[src/design/dagl_pkg.sv]
package dagl_pkg;

    localparam int MAX_NODES  = 32;
    localparam int MAX_EDGES  = 64;

    localparam int FIELD_W    = 6;
    localparam int IDX_W      = 5;
    localparam int X_W        = 10;
    localparam int Y_W        = 8;
    localparam int NODE_W     = $clog2(MAX_NODES);
    localparam int EDGE_AW    = $clog2(MAX_EDGES);
    localparam int EDGE_CNT_W = $clog2(MAX_EDGES + 1);
    localparam int LANE_W     = NODE_W + 1;

    localparam int X_STEP     = 27;
    localparam int Y_STEP     = 5;
    localparam int X_PAD      = 22;
    localparam int Y_PAD      = 4;

    typedef enum logic [1:0] {
        ST_OK       = 2'd0,
        ST_OVERFLOW = 2'd1,
        ST_RANGE    = 2'd2,
        ST_CYCLE    = 2'd3
    } t_status;

    typedef enum logic {
        FUNC_LOAD = 1'b0,
        FUNC_RUN  = 1'b1
    } t_func;

    typedef struct packed {
        logic [FIELD_W-1:0] dst;
        logic [FIELD_W-1:0] src;
    } t_edge;

    typedef struct packed {
        logic [EDGE_CNT_W-1:0] deg;
        logic [NODE_W-1:0]     depth;
        logic                  placed;
    } t_node;

    typedef struct packed {
        logic [Y_W-1:0]   ext_h;
        logic [X_W-1:0]   ext_w;
        logic [Y_W-1:0]   pos_y;
        logic [X_W-1:0]   pos_x;
        logic [IDX_W-1:0] idx;
    } t_res;

    typedef struct packed {
        logic    node_valid;
        t_res    res;
        t_status status;
        logic    last;
    } t_out;

endpackage

[src/design/dagl_out_stage.sv]
module dagl_out_stage
    import dagl_pkg::*;
(
    input  logic i_clk,
    input  logic i_rst_n,
    input  logic i_push,
    input  t_out i_item,
    output logic o_free,
    input  logic i_ready,
    output logic o_valid,
    output t_out o_item
);

    logic r_valid;
    t_out r_item;

    assign o_free  = !r_valid || i_ready;
    assign o_valid = r_valid;
    assign o_item  = r_item;

    always_ff @(posedge i_clk) begin
        if (!i_rst_n) begin
            r_valid <= 1'b0;
        end else if (o_free) begin
            r_valid <= i_push;
        end
    end

    always_ff @(posedge i_clk) begin
        if (o_free && i_push) begin
            r_item <= i_item;
        end
    end

endmodule

[src/design/dag_layer_layout.sv]
// Edge load beat: stored while the store has room, no result. Run beat: clear sweep of the
// node and lane tables, in-degree counting per edge, then per placed node a node scan, a
// pass over the stored edges and the lane update; results then leave one at a time, held
// while the output stage is busy; a failure gives one status result. Each node table and
// the edge store has one read port. One item is worked at a time. Synchronous active-low
// reset clears control, counts, flags and the node limit; the edge store is not cleared.
module dag_layer_layout
    import dagl_pkg::*;
(
    input  logic                 i_clk,
    input  logic                 i_rst_n,
    input  logic                 i_cfg_valid,
    output logic                 o_cfg_ready,
    input  logic [FIELD_W-1:0]   i_cfg_data,    // node_limit
    input  logic                 i_s_tvalid,
    output logic                 o_s_tready,
    input  logic [15:0]          i_s_tdata,     // edge_from, edge_to
    input  logic                 i_s_tuser,     // func
    output logic                 o_m_tvalid,
    input  logic                 i_m_tready,
    output logic [47:0]          o_m_tdata,     // node_index, pos_x, pos_y, extent_width,
                                                // extent_height
    output logic [2:0]           o_m_tuser,     // node_valid, status
    output logic                 o_m_tlast
);

    typedef enum logic [3:0] {
        S_IDLE, S_CLR, S_DEG_RD, S_DEG_NODE, S_DEG_WR, S_CHECK, S_SRCH, S_SRCH_CHK,
        S_EDGE_RD, S_EDGE_CHK, S_EDGE_WR, S_LANE_RD, S_LANE_WR, S_DRAIN_RD, S_DRAIN_LD,
        S_FAIL
    } t_state;

    t_state                r_state;
    logic [FIELD_W-1:0]    r_nc;
    logic [FIELD_W-1:0]    r_run_nc;
    logic [EDGE_CNT_W-1:0] r_loaded;
    logic                  r_ovf;
    logic                  r_rng;
    logic                  r_err;
    t_status               r_status;
    logic [EDGE_CNT_W-1:0] r_j;
    logic [LANE_W-1:0]     r_k;
    logic [LANE_W-1:0]     r_placed_n;
    logic [NODE_W-1:0]     r_nxt;
    logic [NODE_W-1:0]     r_dnxt;
    logic [X_W-1:0]        r_w;
    logic [Y_W-1:0]        r_h;

    t_edge                 r_edge_mem [MAX_EDGES];
    t_node                 r_node_mem [MAX_NODES];
    logic [LANE_W-1:0]     r_lane_mem [MAX_NODES];
    t_res                  r_res_mem  [MAX_NODES];
    t_edge                 r_edge_q;
    t_node                 r_node_q;
    logic [LANE_W-1:0]     r_lane_q;
    t_res                  r_res_q;

    logic                  w_in_acc;
    t_edge                 w_in_edge;
    logic                  w_edge_we;
    logic [NODE_W-1:0]     w_node_raddr;
    logic                  w_node_we;
    logic [NODE_W-1:0]     w_node_waddr;
    t_node                 w_node_wdata;
    logic                  w_lane_we;
    logic [NODE_W-1:0]     w_lane_waddr;
    logic [LANE_W-1:0]     w_lane_wdata;
    logic                  w_found;
    logic [NODE_W-1:0]     w_dst;
    logic [X_W-1:0]        w_x;
    logic [Y_W-1:0]        w_y;
    logic [X_W-1:0]        w_xe;
    logic [Y_W-1:0]        w_ye;
    logic [X_W-1:0]        w_w;
    logic [Y_W-1:0]        w_h;
    t_res                  w_res;
    logic                  w_push;
    t_out                  w_out;
    logic                  w_out_free;
    logic                  w_out_valid;
    t_out                  w_out_q;
    logic                  w_drain_last;
    logic                  w_nc_big;

    assign o_cfg_ready = 1'b1;
    assign o_s_tready  = (r_state == S_IDLE);
    assign w_in_acc    = i_s_tvalid && o_s_tready;
    assign w_in_edge   = '{dst: i_s_tdata[2*FIELD_W-1:FIELD_W], src: i_s_tdata[FIELD_W-1:0]};
    assign w_edge_we   = w_in_acc && (i_s_tuser == FUNC_LOAD)
                         && (r_loaded < EDGE_CNT_W'(MAX_EDGES));

    assign w_dst   = r_edge_q.dst[NODE_W-1:0];
    assign w_found = !r_node_q.placed && (r_node_q.deg == '0);
    assign w_nc_big = ({1'b0, r_run_nc} > (FIELD_W+1)'(MAX_NODES));

    assign w_x  = X_W'(r_dnxt) * X_W'(X_STEP);
    assign w_y  = Y_W'(r_lane_q) * Y_W'(Y_STEP);
    assign w_xe = w_x + X_W'(X_PAD);
    assign w_ye = w_y + Y_W'(Y_PAD);
    assign w_w  = (w_xe > r_w) ? w_xe : r_w;
    assign w_h  = (w_ye > r_h) ? w_ye : r_h;
    assign w_res = '{ext_h: w_h, ext_w: w_w, pos_y: w_y, pos_x: w_x, idx: IDX_W'(r_nxt)};
    assign w_drain_last = ((r_k + LANE_W'(1)) == r_placed_n);

    always_comb begin
        w_node_raddr = r_k[NODE_W-1:0];
        w_node_we    = 1'b0;
        w_node_waddr = r_k[NODE_W-1:0];
        w_node_wdata = '0;
        w_lane_we    = 1'b0;
        w_lane_waddr = r_dnxt;
        w_lane_wdata = r_lane_q + LANE_W'(1);
        case (r_state)
            S_CLR: begin
                w_node_we    = 1'b1;
                w_lane_we    = 1'b1;
                w_lane_waddr = r_k[NODE_W-1:0];
                w_lane_wdata = '0;
            end
            S_DEG_NODE, S_EDGE_CHK: begin
                w_node_raddr = w_dst;
            end
            S_DEG_WR: begin
                w_node_we        = 1'b1;
                w_node_waddr     = w_dst;
                w_node_wdata     = r_node_q;
                w_node_wdata.deg = r_node_q.deg + EDGE_CNT_W'(1);
            end
            S_SRCH_CHK: begin
                w_node_we           = w_found;
                w_node_wdata        = r_node_q;
                w_node_wdata.placed = 1'b1;
            end
            S_EDGE_WR: begin
                w_node_we        = 1'b1;
                w_node_waddr     = w_dst;
                w_node_wdata     = r_node_q;
                w_node_wdata.deg = r_node_q.deg - EDGE_CNT_W'(1);
                if (r_node_q.depth <= r_dnxt) begin
                    w_node_wdata.depth = r_dnxt + NODE_W'(1);
                end
            end
            S_LANE_WR: begin
                w_lane_we = 1'b1;
            end
            default: begin
            end
        endcase
    end

    always_comb begin
        w_push = 1'b0;
        w_out  = '{node_valid: 1'b0, res: '0, status: r_status, last: 1'b1};
        case (r_state)
            S_DRAIN_LD: begin
                w_push = 1'b1;
                w_out  = '{node_valid: 1'b1, res: r_res_q, status: ST_OK, last: w_drain_last};
            end
            S_FAIL: begin
                w_push = 1'b1;
            end
            default: begin
            end
        endcase
    end

    always_ff @(posedge i_clk) begin
        if (w_edge_we) begin
            r_edge_mem[r_loaded[EDGE_AW-1:0]] <= w_in_edge;
        end
        r_edge_q <= r_edge_mem[r_j[EDGE_AW-1:0]];
    end

    always_ff @(posedge i_clk) begin
        if (w_node_we) begin
            r_node_mem[w_node_waddr] <= w_node_wdata;
        end
        r_node_q <= r_node_mem[w_node_raddr];
    end

    always_ff @(posedge i_clk) begin
        if (w_lane_we) begin
            r_lane_mem[w_lane_waddr] <= w_lane_wdata;
        end
        r_lane_q <= r_lane_mem[r_dnxt];
    end

    always_ff @(posedge i_clk) begin
        if (r_state == S_LANE_WR) begin
            r_res_mem[r_placed_n[NODE_W-1:0]] <= w_res;
        end
        r_res_q <= r_res_mem[r_k[NODE_W-1:0]];
    end

    always_ff @(posedge i_clk) begin
        if (!i_rst_n) begin
            r_state    <= S_IDLE;
            r_nc       <= '0;
            r_run_nc   <= '0;
            r_loaded   <= '0;
            r_ovf      <= 1'b0;
            r_rng      <= 1'b0;
            r_err      <= 1'b0;
            r_status   <= ST_OK;
            r_j        <= '0;
            r_k        <= '0;
            r_placed_n <= '0;
            r_nxt      <= '0;
            r_dnxt     <= '0;
            r_w        <= '0;
            r_h        <= '0;
        end else begin
            if (i_cfg_valid && o_cfg_ready) begin
                r_nc <= i_cfg_data;
            end
            case (r_state)
                S_IDLE: begin
                    if (w_in_acc) begin
                        if (i_s_tuser == FUNC_LOAD) begin
                            if (!w_edge_we) begin
                                r_ovf <= 1'b1;
                            end else begin
                                r_loaded <= r_loaded + EDGE_CNT_W'(1);
                                if (w_in_edge.src >= r_nc || w_in_edge.dst >= r_nc) begin
                                    r_rng <= 1'b1;
                                end
                            end
                        end else begin
                            r_run_nc   <= r_nc;
                            r_k        <= '0;
                            r_err      <= 1'b0;
                            r_status   <= ST_OK;
                            r_placed_n <= '0;
                            r_w        <= '0;
                            r_h        <= '0;
                            r_state    <= S_CLR;
                        end
                    end
                end
                S_CLR: begin
                    r_k <= r_k + LANE_W'(1);
                    if (r_k == LANE_W'(MAX_NODES - 1)) begin
                        r_j     <= '0;
                        r_state <= S_DEG_RD;
                    end
                end
                S_DEG_RD: begin
                    r_state <= (r_j == r_loaded) ? S_CHECK : S_DEG_NODE;
                end
                S_DEG_NODE: begin
                    if (r_edge_q.src >= r_run_nc || r_edge_q.dst >= r_run_nc) begin
                        r_err <= 1'b1;
                    end
                    r_state <= S_DEG_WR;
                end
                S_DEG_WR: begin
                    r_j     <= r_j + EDGE_CNT_W'(1);
                    r_state <= S_DEG_RD;
                end
                S_CHECK: begin
                    r_k <= '0;
                    if (r_ovf) begin
                        r_status <= ST_OVERFLOW;
                        r_state  <= S_FAIL;
                    end else if (r_rng || r_err || w_nc_big) begin
                        r_status <= ST_RANGE;
                        r_state  <= S_FAIL;
                    end else if (r_run_nc == '0) begin
                        r_state <= S_FAIL;
                    end else begin
                        r_state <= S_SRCH;
                    end
                end
                S_SRCH: begin
                    r_state <= S_SRCH_CHK;
                end
                S_SRCH_CHK: begin
                    if (w_found) begin
                        r_nxt   <= r_k[NODE_W-1:0];
                        r_dnxt  <= r_node_q.depth;
                        r_j     <= '0;
                        r_state <= S_EDGE_RD;
                    end else if (FIELD_W'(r_k) + FIELD_W'(1) == r_run_nc) begin
                        r_status <= ST_CYCLE;
                        r_state  <= S_FAIL;
                    end else begin
                        r_k     <= r_k + LANE_W'(1);
                        r_state <= S_SRCH;
                    end
                end
                S_EDGE_RD: begin
                    r_state <= (r_j == r_loaded) ? S_LANE_RD : S_EDGE_CHK;
                end
                S_EDGE_CHK: begin
                    if (r_edge_q.src == FIELD_W'(r_nxt)) begin
                        r_state <= S_EDGE_WR;
                    end else begin
                        r_j     <= r_j + EDGE_CNT_W'(1);
                        r_state <= S_EDGE_RD;
                    end
                end
                S_EDGE_WR: begin
                    r_j     <= r_j + EDGE_CNT_W'(1);
                    r_state <= S_EDGE_RD;
                end
                S_LANE_RD: begin
                    r_state <= S_LANE_WR;
                end
                S_LANE_WR: begin
                    r_w        <= w_w;
                    r_h        <= w_h;
                    r_placed_n <= r_placed_n + LANE_W'(1);
                    r_k        <= '0;
                    if (FIELD_W'(r_placed_n) + FIELD_W'(1) == r_run_nc) begin
                        r_state <= S_DRAIN_RD;
                    end else begin
                        r_state <= S_SRCH;
                    end
                end
                S_DRAIN_RD: begin
                    r_state <= S_DRAIN_LD;
                end
                S_DRAIN_LD: begin
                    if (w_out_free) begin
                        if (w_drain_last) begin
                            r_loaded <= '0;
                            r_ovf    <= 1'b0;
                            r_rng    <= 1'b0;
                            r_state  <= S_IDLE;
                        end else begin
                            r_k     <= r_k + LANE_W'(1);
                            r_state <= S_DRAIN_RD;
                        end
                    end
                end
                S_FAIL: begin
                    if (w_out_free) begin
                        r_loaded <= '0;
                        r_ovf    <= 1'b0;
                        r_rng    <= 1'b0;
                        r_state  <= S_IDLE;
                    end
                end
                default: begin
                    r_state <= S_IDLE;
                end
            endcase
        end
    end

    dagl_out_stage u_out (
        .i_clk   (i_clk),
        .i_rst_n (i_rst_n),
        .i_push  (w_push),
        .i_item  (w_out),
        .o_free  (w_out_free),
        .i_ready (i_m_tready),
        .o_valid (w_out_valid),
        .o_item  (w_out_q)
    );

    assign o_m_tvalid = w_out_valid;
    assign o_m_tdata  = {7'b0, w_out_q.res};
    assign o_m_tuser  = {w_out_q.status, w_out_q.node_valid};
    assign o_m_tlast  = w_out_q.last;

`ifndef SYNTHESIS
    a_loaded_bound: assert property (@(posedge i_clk) disable iff (!i_rst_n)
        r_loaded <= EDGE_CNT_W'(MAX_EDGES))
        else $error("edge count past store depth");

    a_run_start: assert property (@(posedge i_clk) disable iff (!i_rst_n)
        (w_in_acc && i_s_tuser == FUNC_RUN) |=> (r_state == S_CLR))
        else $error("run beat did not start clear sweep");

    a_drain_count: assert property (@(posedge i_clk) disable iff (!i_rst_n)
        (r_state == S_DRAIN_LD) |-> (FIELD_W'(r_placed_n) == r_run_nc))
        else $error("drain with incomplete placement");

    a_run_end: assert property (@(posedge i_clk) disable iff (!i_rst_n)
        (w_push && w_out_free && w_out.last) |=> (r_state == S_IDLE && r_loaded == '0))
        else $error("run end did not empty edge store");

    a_fail_zero: assert property (@(posedge i_clk) disable iff (!i_rst_n)
        (w_push && !w_out.node_valid) |-> (w_out.res == '0 && w_out.last))
        else $error("failure result carries payload");
`endif

endmodule

[config.mk]
export PLATFORM = sky130hd
export DESIGN_NAME = dag_layer_layout
export DESIGN_NICKNAME = d
export VERILOG_FILES = /design/src/design/dagl_pkg.sv /design/src/design/dagl_out_stage.sv /design/src/design/dag_layer_layout.sv
export SDC_FILE = /design/constraint.sdc
export NUM_CORES = 2
export LEC_CHECK = 0
export CAP_MARGIN = 0
export CORE_MARGIN = 8
export CORE_UTILIZATION = 55
export CTS_CLUSTER_DIAMETER = 30
export DETAILED_ROUTE_END_ITERATION = 10
export DONT_BUFFER_PORTS = 1
export GPL_TIMING_DRIVEN = 0
export PLACE_DENSITY = 0.84
export SLEW_MARGIN = 20
export SYNTH_ARGS = -nofsm -noshare
export SYNTH_HDL_FRONTEND = slang
export SYNTH_SLANG_ARGS = --single-unit
export TNS_END_PERCENT = 1
[constraint.sdc]
create_clock -name i_clk -period 8.36 [get_ports i_clk]
set_input_delay 0.836 -clock i_clk [delete_from_list [all_inputs] [get_ports i_clk]]
set_output_delay 0.836 -clock i_clk [all_outputs]
set_load 0.02 [all_outputs]
# After elaboration in Yosys (flattened, before gate mapping)
# Memories as Yosys holds them, arrays and structs flattened. A register that Yosys moved wholly into a read port is not among the register bits.
# Index checks and enable logic that the tools add are counted.
# Widths: inputs -> output; s select.
[totals]
memories = 4
ramBits = 2688
ff_bits = 121
[op_classes]
muxes = 84
bitwise = 1
reduce_logical = 38
n_eq_ne = 39
n_mul = 2
addsub = 10
order_cmp = 9
[mem_list]
columns = ["name", "depth", "width", "rd", "rd_clocked_by_memory_dff", "wr", "line", "rtl"]
rows = [
  ["r_res_mem", 32, 41, 1, 1, 1, "dag_layer_layout.sv:52", "t_res r_res_mem [MAX_NODES];"],
  ["r_edge_mem", 64, 12, 1, 1, 1, "dag_layer_layout.sv:49", "t_edge r_edge_mem [MAX_EDGES];"],
  ["r_node_mem", 32, 13, 1, 1, 1, "dag_layer_layout.sv:50", "t_node r_node_mem [MAX_NODES];"],
  ["r_lane_mem", 32, 6, 1, 1, 1, "dag_layer_layout.sv:51", "logic [LANE_W-1:0] r_lane_mem [MAX_NODES];"],
]
[ops]
columns = ["operator", "count"]
rows = [
  ["$pmux 4 s16", 1],
  ["$mux 7", 9],
  ["$mux 4", 12],
  ["$mux 45", 1],
  ["$mux 6", 7],
  ["$pmux 13 s3", 1],
  ["$eq 4x4->1 const B", 8],
  ["$mux 10", 3],
  ["$pmux 6 s5", 1],
  ["$pmux 7 s4", 1],
  ["$ge 6x6->1", 4],
  ["$mux 8", 3],
  ["$mux 1", 23],
  ["$ne 2x2->1 const B", 11],
  ["$add 7x1->7 const B", 3],
  ["$pmux 7 s3", 1],
  ["$reduce_and 7->1", 3],
  ["$mux 5", 4],
  ["$pmux 10 s2", 1],
  ["$add 6x1->6 const B", 3],
  ["$eq 6x6->1", 3],
  ["$eq 4x3->1 const B", 4],
  ["$mux 2", 8],
  ["$pmux 8 s2", 1],
  ["other kinds (42)", 67],
]

# Longest topological paths before layout
[logic_depth]
depth_word = 8
mapped_depth = 21
depth_no_buf = 20

# Cells and area by module
# Synthesis repeated with hierarchy kept, for this count alone.
[unflattened]
hier_cells = 5608
area_unflattened_um2 = 113466.3
[by_module_without_submodules]
columns = ["module", "seq_area_each_um2", "instances", "area_per_inst_um2", "cells_each"]
rows = [
  ["dag_layer_layout", 83660.2, 1, 112057.5, 5558],
  ["dagl_out_stage", 1371.3, 1, 1408.9, 50],
]

# Least setup slack after synthesis
# Ideal clock, no wire load.
[synth_path]
path_kind = "flip-flop to flip-flop"
start = "reg r_dnxt[0]"
end = "mem r_res_mem[0][23] in the netlist's numbering (data pin)"
required_time_ps = 7906
stages_incl_launch_ff = 18
period_less_slack_ps = 7993
arrival_time_ps = 7539
setup_slack_ps = 367
cell_sequence = "dfxtp_1 -> ha_1 -> xor2_1 -> ha_1 -> ha_1 -> ha_1 -> a21oi_1 -> xnor2_1 -> nand3_1 -> nor4b_1 -> xnor3_1 -> ha_1 -> nand4_1 -> o32ai_1 -> a21oi_1 -> o21ai_1 -> clkbuf_1 -> o21ai_0"
[synth_between]
elab_chain_cells = 4
[synth_rtl]
columns = ["item", "line", "rtl"]
rows = [
  ["start, declared", "dag_layer_layout.sv:45", "logic [NODE_W-1:0] r_dnxt;"],
  ["start signal, assigned", "dag_layer_layout.sv:280", "r_dnxt <= r_node_q.depth;"],
  ["$mul 5x5->10", "dag_layer_layout.sv:96", "assign w_x = X_W'(r_dnxt) * X_W'(X_STEP);"],
  ["net w_x[2]", "dag_layer_layout.sv:70", "logic [X_W-1:0] w_x;"],
  ["$add 10x5->10", "dag_layer_layout.sv:98", "assign w_xe = w_x + X_W'(X_PAD);"],
  ["$gt 10x10->1", "dag_layer_layout.sv:100", "assign w_w = (w_xe > r_w) ? w_xe : r_w;"],
  ["$mux 10", "dag_layer_layout.sv:100", ""],
  ["net w_w[0]", "dag_layer_layout.sv:74", "logic [X_W-1:0] w_w;"],
  ["end, declared", "dag_layer_layout.sv:52", ""],
]
# The timed path passes the listed nets, and every way through them passes these cells.

# Worst setup path after layout
[layout_path]
start = "reg r_dnxt[0]"
end = "mem r_res_mem[21][30] in the netlist's numbering (data pin)"
[layout_between]
elab_chain_cells = 4
[layout_rtl]
columns = ["item", "line"]
rows = [
  ["$mul 5x5->10 *", "dag_layer_layout.sv:96"],
  ["net w_x[2]", "dag_layer_layout.sv:70"],
  ["$add 10x5->10 *", "dag_layer_layout.sv:98"],
  ["$gt 10x10->1", "dag_layer_layout.sv:100"],
  ["$mux 10 *", "dag_layer_layout.sv:100"],
  ["net w_w[7]", "dag_layer_layout.sv:74"],
]
# The timed path passes the listed nets; every way through them passes the cells marked *.

==> metrics.cfg <==
[global_routing]
grt_overflow=0
grt_pass1_vias=67700
grt_pass1_wl_um=501000
grt_max_degree=65
grt_use_total_pct=31.4
antenna_found_initial=19

[timing]
finalHoldViolations=0
drv_slew=0
slew_headroom_pct=13.7
fin_ws_ns=0.241
fin_hold_ws_ns=0.0554
worst_pin_slew_ns=1.29
final-setup-viol-count=0
post-route-min-period_ns=8.12
skew_ns=0.0754
grt_setup_unrepaired=no
fmax_mhz=123
period_share_pct=97.1

[placed_design]
place_inst=8314
dp_hpwl_um=193000
dpl_worst_slack_ns=-0.326
port_buffers=0
globalplace.congestion=0.928

[critical_path]
cp.required_ns=9.15
cp_max_fo=38
r2r_slack_ns=0.24
cp-end-kind=register
rr_startpoint=r_dnxt[0]$_SDFFE_PN0P_
rr_endpoint=r_res_mem[21][30]$_DFFE_PP_
worstRegToRegCells=19
crit_start=r_dnxt[0]$_SDFFE_PN0P_
arrival_ns=8.91
critPathKind=register to register
critPathLaunchType=register
slowest_stage=dfxtp_4
worstPathCellList=ha_1 -> xor2_4 -> ha_1 -> ha_1 -> ha_1 -> a21oi_1 -> xnor2_4 -> buf_6 -> nand3_1 -> nor4b_1 -> xnor3_1 -> ha_1 -> nor4_1 -> nand3_1 -> o21ai_2 -> clkbuf_2 -> nor2_1 -> a21oi_2 -> buf_6
cpPeakStageDelay_ns=0.67
crit_path_frequent_cell=ha_1
cp-endpoint=r_res_mem[21][30]$_DFFE_PP_

[detailed_routing]
via_count=66700
drc=0
viasPerCell=7.27
wire_per_inst_um=39.6
ant_nets=0
drt-pass1-iter-count=11
wirelength_um=363000
drtIter0Drc=12900

[final_layout]
final_nets=6207
fin_cells=9177
areaGrowthSynthToFinish_pct=19.4
utilization_pct=65.8
drive_gt1_share_pct=31.3

[logic_synthesis]
synth_top_area_share_pct=72.2
synth_flop_cell=edfxtp_1
synth.most_common_cell=edfxtp_1
synth_top_area_cell=edfxtp_1
yosys_warnings=0
synth_edf_count=2733
synth-async-reset-ratio_pct=0
ys_seq_area_share_pct=74.8
synth_commonest_cells=edfxtp_1 (2733), mux4_2 (761), nor2_1 (239), nand2_1 (210), clkbuf_1 (183)
ys_ff_latch=2881
syn_inst=5490
syn_area_per_cell_um2=20.7
synth_cell_types=82
ys_top_cells_by_area=edfxtp_1 (72%), mux4_2 (15%), dfxtp_1 (2.6%)
syn_area_um2=114000

[cts]
clock_path_buffers=4
path_clk_slew_ns=0.06
postCtsSetupBuffers=0
clock_sinks=2881
cts_buffers=458
h-tree-depth=5
tritoncts=done
clk_latency_ns=1.02
clockRootBuffer=clkbuf_16

[job]
cap_violations=0

[hold_path]
min_path_type=input port to register

[power]
vdd_drop_max_mv=0.364
p_per_area_nw_per_um2=290
p_leak_uw=0.0429
total_power_uw=39300

[floorplan]
die_h_um=471
die_w_um=471
pin_count=83
num_rows=167
fp.coreArea_um2=206000
initial_core_util_pct=55.1
dieArea_um2=221000

[outcome]
status=completed

[sequential cells by signal, summed over array words and instances (netlist names), 8 cells and up]
name and count:
r_node_mem 416, r_w 10, u_out.o_item 45, r_edge_mem 768, r_lane_mem 192, r_node_q 13
r_res_q 41, r_edge_q 12, r_res_mem 1312, r_h 8
[kinds of logic (layout without fill, tap and decap cells)]
group,after synthesis,count (layout),share of synthesized area [%]
compound gates,388,388,2.44
xor+xnor,78,79,0.693
fa+ha+maj,95,95,1.07
buf+inv,378,1345,1.39
flops,2881,2881,74.8
mux,891,891,16.3
other cells,2,17,0.00661
simple gates,777,777,3.29
[cell type report]
class                      instances  area (um^2)
clock buffer                     519        12000
inverter                          75          282
tap                             2704         3380
buffer                           303         1360
multi-input combinational       2238        27900
sequential                      2881        85000
fill                           11700        70500
clock inverter                   321         3300
antenna                            9         22.5
timing repair buffer             127         2420
[worst min path at each step]
stage                             start                   end  slack (ns)  cells past startpoint
floorplan           r_h[1]$_SDFFE_PN0P_   r_h[1]$_SDFFE_PN0P_        0.44                      2
global placement    r_h[4]$_SDFFE_PN0P_   r_h[4]$_SDFFE_PN0P_        0.44                      2
detailed placement  r_h[4]$_SDFFE_PN0P_   r_h[4]$_SDFFE_PN0P_        0.45                      2
CTS                       i_cfg_data[0]  r_nc[0]$_SDFFE_PN0P_        0.01                      2
global route              i_cfg_data[0]  r_nc[0]$_SDFFE_PN0P_        0.04                      2
finish                    i_cfg_data[0]  r_nc[0]$_SDFFE_PN0P_        0.06                      2
[layout by cell type (no fill, tap or decap), drive strengths merged, types with 18 or more instances in the layout]
cell type  synthesis  layout
edfxtp          2733    2733
mux4             761     761
clkbuf           183     729
nor2             241     241
buf              120     220
nand2            213     213
inv               74     160
clkinv             1     155
dfxtp            148     148
ha                91      91
mux2i             77      77
o21ai             65      65
and2              60      60
a211oi            55      55
a21oi             54      54
mux2              53      53
nand3             47      47
nand2b            46      46
xnor2             45      45
clkinvlp           0      43
bufinv             0      38
and3              36      36
nor2b             35      35
xor2              26      27
a22oi             25      25
nor3              22      22
a311oi            21      21
nand4             20      20
o22ai             18      18
[through the flow]
stage               TNS [ns]  cell area (um^2)
floorplan                  0            114000
global placement     -940.86            117000
detailed placement    -40.92            120000
CTS                        0            135000
global route               0            136000
finish                     0            136000
[power by group]
group / internal [uW] / leakage (uW) / switching [uW]
registers: 16600 / 0.0253 / 113
clock network: 11600 / 0.00739 / 7430
logic: 1170 / 0.0101 / 2400
total: 29400 / 0.0429 / 9940
[repair_timing]
action / in CTS / in global routing
setup endpoints to repair: 330 / 202
gates resized for setup: 4 / 4
cloned: 1 / 0
hold buffers: 12 / 0
pin swaps: 1 / 0
endpoints found under the hold margin: 768 / 0
[routing by layer]
layer	global-route usage, %	wire length (um)	share of wire (%)	vias to the layer above
met5	0	65	0.018	-
met4	20.2	31700	8.7	10
met3	8.91	49500	14	2019
met2	50.7	171000	47	7552
met1	37.4	110000	30	33100
li1	-	-	-	24100
[critical path, delay by kind of cell (launching register included)]
| kind | cells | cell delay (ns) |
|---|---|---|
| adders and majority gates | 5 | 2.07 |
| xor gates and xnor gates | 3 | 1.56 |
| and+or+nand+nor | 5 | 1.44 |
| DFF | 1 | 0.67 |
| buffers and inverters | 3 | 1.00 |
| AOI/OAI and AO/OA | 3 | 1.14 |
(Power assumes the default switching activity.)
